File: config.mk
export PLATFORM = sky130hd
export DESIGN_NAME = hecm_tone
export DESIGN_NICKNAME = d
export VERILOG_FILES = /design/src/rtl/hecm_pkg.sv /design/src/rtl/hecm_cmpsub.sv /design/src/rtl/hecm_tone.sv
export SDC_FILE = /design/constraint.sdc
export NUM_CORES = 1
export LEC_CHECK = 0
export ABC_AREA = 1
export BUFFER_PORTS_ARGS = -buffer_cell sky130_fd_sc_hd__buf_4
export CAP_MARGIN = 20
export CELL_PAD_IN_SITES_DETAIL_PLACEMENT = 1
export CELL_PAD_IN_SITES_GLOBAL_PLACEMENT = 1
export CORE_UTILIZATION = 40
export DETAILED_ROUTE_END_ITERATION = 10
export GPL_TIMING_DRIVEN = 0
export PLACE_DENSITY = 0.85
export SLEW_MARGIN = 10
export SYNTH_ARGS = -nofsm -noshare
export SYNTH_HDL_FRONTEND = slang
export SYNTH_HIERARCHICAL = 1
export SYNTH_SLANG_ARGS = --single-unit
File: constraint.sdc
create_clock -name clk -period 11.8 [get_ports clk]
set_input_delay 3.54 -clock clk [delete_from_list [all_inputs] [get_ports clk]]
set_output_delay 3.54 -clock clk [all_outputs]
set_load 0.005 [all_outputs]
File: src/rtl/hecm_pkg.sv
// Package for the histogram equalized colour map block.
// Holds request codes, state types, the status struct of the tone engine and
// the fixed-point log2 used to build the threshold table. No dependencies.
package hecm_pkg;

  // Request codes carried by in_req_type
  localparam logic [1:0] REQ_CLEAR    = 2'd0;
  localparam logic [1:0] REQ_ADD      = 2'd1;
  localparam logic [1:0] REQ_FINALIZE = 2'd2;
  localparam logic [1:0] REQ_QUERY    = 2'd3;

  // Fraction bits of the log2 values behind the green thresholds
  localparam int LOG_FRAC = 44;

  // Main sequencer states
  typedef enum logic [2:0] {
    ST_CLR,
    ST_IDLE,
    ST_ADD,
    ST_QRY,
    ST_FIN_RD,
    ST_FIN_ACC,
    ST_FIN_TONE
  } hecm_state_t;

  // Tone engine states
  typedef enum logic [1:0] {
    TN_IDLE,
    TN_DIV,
    TN_SAR,
    TN_DONE
  } tone_state_t;

  // Status returned by the tone engine
  typedef struct packed {
    logic       done;
    logic [7:0] green;
  } tone_stat_t;

  // log2(g) for 1 <= g <= 255 with LOG_FRAC fraction bits (elaboration only)
  function automatic logic [63:0] fixed_log2(input logic [7:0] g);
    logic [63:0]  m;
    logic [63:0]  res;
    logic [127:0] sq;
    int           e;
    int           i;
    e = 0;
    for (i = 1; i < 8; i++) begin
      if ((g >> i) != 8'd0) begin
        e = i;
      end
    end
    m   = 64'(g) << (63 - e);
    res = 64'(e);
    for (i = 0; i < LOG_FRAC; i++) begin
      sq  = 128'(m) * 128'(m);
      res = res << 1;
      if (sq[127]) begin
        res[0] = 1'b1;
        m      = sq[127:64];
      end else begin
        m = {sq[126:64], 1'b0};
      end
    end
    return res;
  endfunction

endpackage

File: src/rtl/hecm_cmpsub.sv
// Shared compare/subtract unit of the histogram equalized colour map.
// Gives a - b and the flag a >= b. Depends on nothing.
module hecm_cmpsub #(
  parameter int W = 25
) (
  input  logic [W-1:0] a_i,
  input  logic [W-1:0] b_i,
  output logic         ge,
  output logic [W-1:0] diff
);

  logic [W:0] full;

  // Subtract with one guard bit; no borrow means a >= b
  assign full = {1'b0, a_i} - {1'b0, b_i};
  assign ge   = ~full[W];
  assign diff = full[W-1:0];

endmodule

File: src/rtl/hecm_tone.sv
// Tone engine: hue = floor(c * 2^HUE_BITS / total) by restoring division,
// then green by successive approximation over a 256-entry threshold table.
// Depends on hecm_pkg and hecm_cmpsub.
module hecm_tone
  import hecm_pkg::*;
#(
  parameter int COUNT_BITS = 24,
  parameter int HUE_BITS   = 10
) (
  input  logic                  clk,
  input  logic                  rst_n,
  input  logic                  start,
  input  logic [COUNT_BITS-1:0] cum_i,
  input  logic [COUNT_BITS-1:0] total_i,
  output tone_stat_t            stat
);

  localparam int UW = (COUNT_BITS > HUE_BITS) ? COUNT_BITS + 1 : HUE_BITS + 1;
  localparam int CW = $clog2(HUE_BITS + 1);

  // Smallest hue whose green level reaches g
  function automatic logic [HUE_BITS:0] thr_of(input int g);
    logic [127:0]        lhs;
    logic [127:0]        l255;
    logic [127:0]        prod;
    logic [HUE_BITS+1:0] k;
    logic [HUE_BITS+1:0] cand;
    int                  b;
    if (g == 0) begin
      return '0;
    end
    l255 = 128'(fixed_log2(8'd255));
    lhs  = 128'(fixed_log2(8'(g))) << HUE_BITS;
    if (lhs == 128'd0) begin
      return '0;
    end
    k = '0;
    for (b = HUE_BITS; b >= 0; b--) begin
      cand = k | ((HUE_BITS + 2)'(1) << b);
      prod = 128'(cand) * l255;
      if (prod < lhs) begin
        k = cand;
      end
    end
    return (HUE_BITS + 1)'(k + 1'b1);
  endfunction

  logic [HUE_BITS:0] thr_tab [256];

  // Build the threshold table at elaboration
  for (genvar gi = 0; gi < 256; gi++) begin : g_thr
    localparam logic [HUE_BITS:0] TV = thr_of(gi);
    assign thr_tab[gi] = TV;
  end

  tone_state_t           state_r, state_nxt;
  logic [COUNT_BITS-1:0] rem_r, rem_nxt;
  logic [HUE_BITS:0]     quo_r, quo_nxt;
  logic [CW-1:0]         cnt_r, cnt_nxt;
  logic [7:0]            g_r, g_nxt;
  logic [7:0]            cand;
  logic [UW-1:0]         op_a, op_b, diff;
  logic                  ge;

  hecm_cmpsub #(.W(UW)) u_unit (
    .a_i  (op_a),
    .b_i  (op_b),
    .ge   (ge),
    .diff (diff)
  );

  // Hold state and datapath registers
  always_ff @(posedge clk) begin
    if (!rst_n) begin
      state_r <= TN_IDLE;
    end else begin
      state_r <= state_nxt;
    end
    rem_r <= rem_nxt;
    quo_r <= quo_nxt;
    cnt_r <= cnt_nxt;
    g_r   <= g_nxt;
  end

  // Sequence the division steps, then the green search
  always_comb begin
    state_nxt = state_r;
    rem_nxt   = rem_r;
    quo_nxt   = quo_r;
    cnt_nxt   = cnt_r;
    g_nxt     = g_r;
    cand      = g_r | 8'(8'h80 >> cnt_r);
    op_a      = '0;
    op_b      = '0;
    stat.done  = 1'b0;
    stat.green = g_r;
    case (state_r)
      TN_IDLE: begin
        if (start) begin
          rem_nxt   = cum_i;
          quo_nxt   = '0;
          cnt_nxt   = '0;
          state_nxt = TN_DIV;
        end
      end
      TN_DIV: begin
        // First step compares c itself, later ones the doubled remainder
        op_a = (cnt_r == '0) ? UW'(rem_r) : UW'({rem_r, 1'b0});
        op_b = UW'(total_i);
        rem_nxt = ge ? diff[COUNT_BITS-1:0] : op_a[COUNT_BITS-1:0];
        quo_nxt = {quo_r[HUE_BITS-1:0], ge};
        if (cnt_r == CW'(HUE_BITS)) begin
          cnt_nxt   = '0;
          g_nxt     = '0;
          state_nxt = TN_SAR;
        end else begin
          cnt_nxt = cnt_r + 1'b1;
        end
      end
      TN_SAR: begin
        // Keep the candidate bit when hue reaches its threshold
        op_a = UW'(quo_r);
        op_b = UW'(thr_tab[cand]);
        if (ge) begin
          g_nxt = cand;
        end
        if (cnt_r == CW'(7)) begin
          state_nxt = TN_DONE;
        end else begin
          cnt_nxt = cnt_r + 1'b1;
        end
      end
      TN_DONE: begin
        stat.done = 1'b1;
        state_nxt = TN_IDLE;
      end
      default: begin
        state_nxt = TN_IDLE;
      end
    endcase
  end

endmodule

==> summary.md <==
Clock skew on the completed layout was measured at 0.00589 ns. Maximum operating frequency: 160 MHz. After routing, the total negative slack on setup checks comes to 0 ns. The count of nets left with antenna violations once routing finished came out at 0.

The number of instances in the synthesized netlist was 1270; the final cycle utilization of the critical path was 53.1%. Setup violations remaining at the end of the flow were counted as 0. The average wire per cell in the routed design was 19.2 µm; the chip width was 138 µm. The floorplan step defined a die boundary enclosing 19000 µm². TritonCTS built the clock tree.

Routability-driven placement finished with a final weighted congestion of 1.00. The worst path needs 6.26 ns of the cycle, external delays included. The critical path class is primary input to flip-flop. Number of antenna violations at the first check in global routing: 0. The final route contains 8675 vias. Share of layout cells above drive strength 1: 10.8%. The area growth from synthesis to layout is 12.3%. For this run, the post-layout net count is 1442. The number of hold buffers added after CTS was 0. After synthesis, the mean cell area works out to 5.81 µm². The final-report max-slew violation count is 0, and the largest fanout on the critical path is 10. Number of gates resized after CTS: 0. Warning count from the yosys run: 6. The worst pin sits at a relative slew slack of 37.4%. The antenna diode count is 0. For this design the top-level I/O count stands at 60. Endpoint of the lowest-slack register-to-register path: rem_r[15]$_DFFE_PP_. In this run the register-to-register setup slack is 6.00 ns. In this run the core area contains 49 standard-cell rows. The run gives 0 as the reported max-cap violation count. The worst hold path passes through 2 cells.

The path class of the tightest hold or removal check is flip-flop to flip-flop. The run gives 2 as the H-tree depth reported by CTS. The quantity of I/O buffers inserted on ports is 59, and the global-route wire length before repair is 46400 µm.

After detailed routing, the number of vias per cell comes to 5.54. The tree built by TritonCTS fans out to 49 sinks. The startpoint identified for the worst hold timing path is quo_r[8]$_SDFFCE_PN0P_. For the worst setup path, the data required time is 11.83 ns. The worst setup path is launched from a primary input. The flow ran to the end, and the final reports show no timing, DRC or antenna violations. In this design, the critical path's most frequently occurring cell is sky130_fd_sc_hd__nand2_1. Clock-pin slew was measured on the worst setup and hold paths at 0.07 ns. Maximum number of pins on one net before global-route repair: 19. The critical path goes through buf_4 -> nand2_1 -> inv_1 -> inv_1 -> ha_1 -> nand2_1 -> nor2_1 -> inv_1 -> nor3_1 -> nand2_1 -> nand2_1 -> nand2_1 -> nand2_1 -> inv_1 -> nand2_1 -> clkbuf_1 -> o211ai_1. For the pin with the worst max-slew slack, the measured transition is 0.939 ns. Post-CTS timing repair inserted 0 buffers for setup.

STA classifies the critical path endpoint as a flip-flop. Iteration-0 DRC count of the detailed router: 604. The most critical setup path has its startpoint at total_i[13]. In this run, CTS created clock tree buffers numbering 5. The reg-to-reg critical path startpoint is cnt_r[0]$_DFFE_PP_.

For this run the aggregate overflow at the end of global routing stands at 0. The die is 138 µm tall. The total nets after synthesis is 1375, and the depth of the most critical reg-to-reg path is 28. Among all stages on the critical path, the largest delay is contributed by sky130_fd_sc_hd__clkbuf_1. The tools report the final hold violation count as 0. After floorplanning, the core was sized to cover 18000 µm². The synthesized netlist occupies a cell area of 7380 µm². Detailed placement ended at an HPWL of 24200 µm. The first TritonRoute pass finished after 5 iterations. At the later pin of the worst-skew pair, clock insertion delay measures 0.31 ns. Via count of the first global-routing pass: 8559. Summed over all layers, the routed wires come to 30000 µm. The data arrival time at the worst-slack endpoint is 6.29 ns, and the number of design rule violations left after detail routing is 0.

For this run, the total global-route usage over all layers was measured as 32.8%. For the maximum buffer depth of the clock tree, the log shows 2. Once the floorplan was initialized, standard cells occupied 40.9% of the core. Peak per-stage delay on the critical path: 0.56 ns. The cell sitting at the root of the clock tree is a sky130_fd_sc_hd__clkbuf_16. The tools report the capture endpoint of the worst hold path as quo_r[9]$_SDFFCE_PN0P_. Setup repair after global routing left no endpoint under its margin.
[worst max-delay path by stage]
stage                                        end  slack [ns]  cells after the start
final                        rem_r[15]$_DFFE_PP_        5.54                     17
after detailed placement     rem_r[15]$_DFFE_PP_        5.30                     17
after global placement       rem_r[14]$_DFFE_PP_        5.00                      3
after CTS                    rem_r[15]$_DFFE_PP_        5.61                     17
after global routing         rem_r[13]$_DFFE_PP_        5.37                     17
after floorplan           quo_r[0]$_SDFFCE_PN0P_        6.04                      2
[metrics by stage]
step / cell area, µm² / std cells / worst slack [ns] / hold WS [ns] / utilization [%]
finish: 8290 / 1567 / 5.54 / 0.550 / 46.0
global route: 8290 / 1567 / 5.37 / 0.562 / 46.0
CTS: 8290 / 1567 / 5.61 / 0.545 / 46.0
detailed placement: 8140 / 1559 / 5.30 / 0.527 / 45.2
global placement: 8110 / 1558 / 5.00 / 0.513 / 45.0
floorplan: 7380 / 1270 / 6.04 / 0.490 / -
[critical path: cells and delay by family]
kind	cells	cell delay, ns
AOI/OAI and AO/OA	1	0.22
adders and majority gates	1	0.35
and+or+nand+nor	9	1.22
buffers and inverters	6	0.97
[layer usage]
| layer | track usage [%] | vias up | wire [µm] | share of wire [%] |
|---|---|---|---|---|
| met5 | 0 | - | 0 | 0 |
| met2 | 49.6 | 377 | 12600 | 42 |
| met3 | 5.11 | 58 | 2530 | 8.4 |
| li1 | - | 4125 | - | - |
| met4 | 9.78 | 0 | 764 | 2.5 |
| met1 | 47.4 | 4115 | 14100 | 47 |
[sequential cells by signal (all words and copies together) (netlist names)]
signal	flops
state_r	2
cnt_r	4
quo_r	11
g_r	8
rem_r	24
[cell type report]
type	instances	area, µm²
Buffer	41	220
Clock buffer	7	133
Clock inverter	1	8.76
Fill cell	2624	9740
Inverter	212	798
Multi-Input combinational cell	968	4920
Sequential cell	49	1450
Tap cell	229	287
Timing Repair Buffer	60	470
[cells in the final DEF, fill, tap and decap left out, drive strengths merged, types with 4 or more instances in the layout]
cell and instances:
clkbuf 18, nand3 121, clkinv 4, mux2i 18, xor2 14, nand4 8
nand3b 4, nand2 484, nor3 5, o22ai 14, ha 53, or2 6
o211ai 15, inv 209, a21oi 51, buf 90, edfxtp 47, o21ai 35
nor2 128
Power is not shown: default switching activity piles up to over one toggle a cycle in this logic, so the estimate is an artifact.
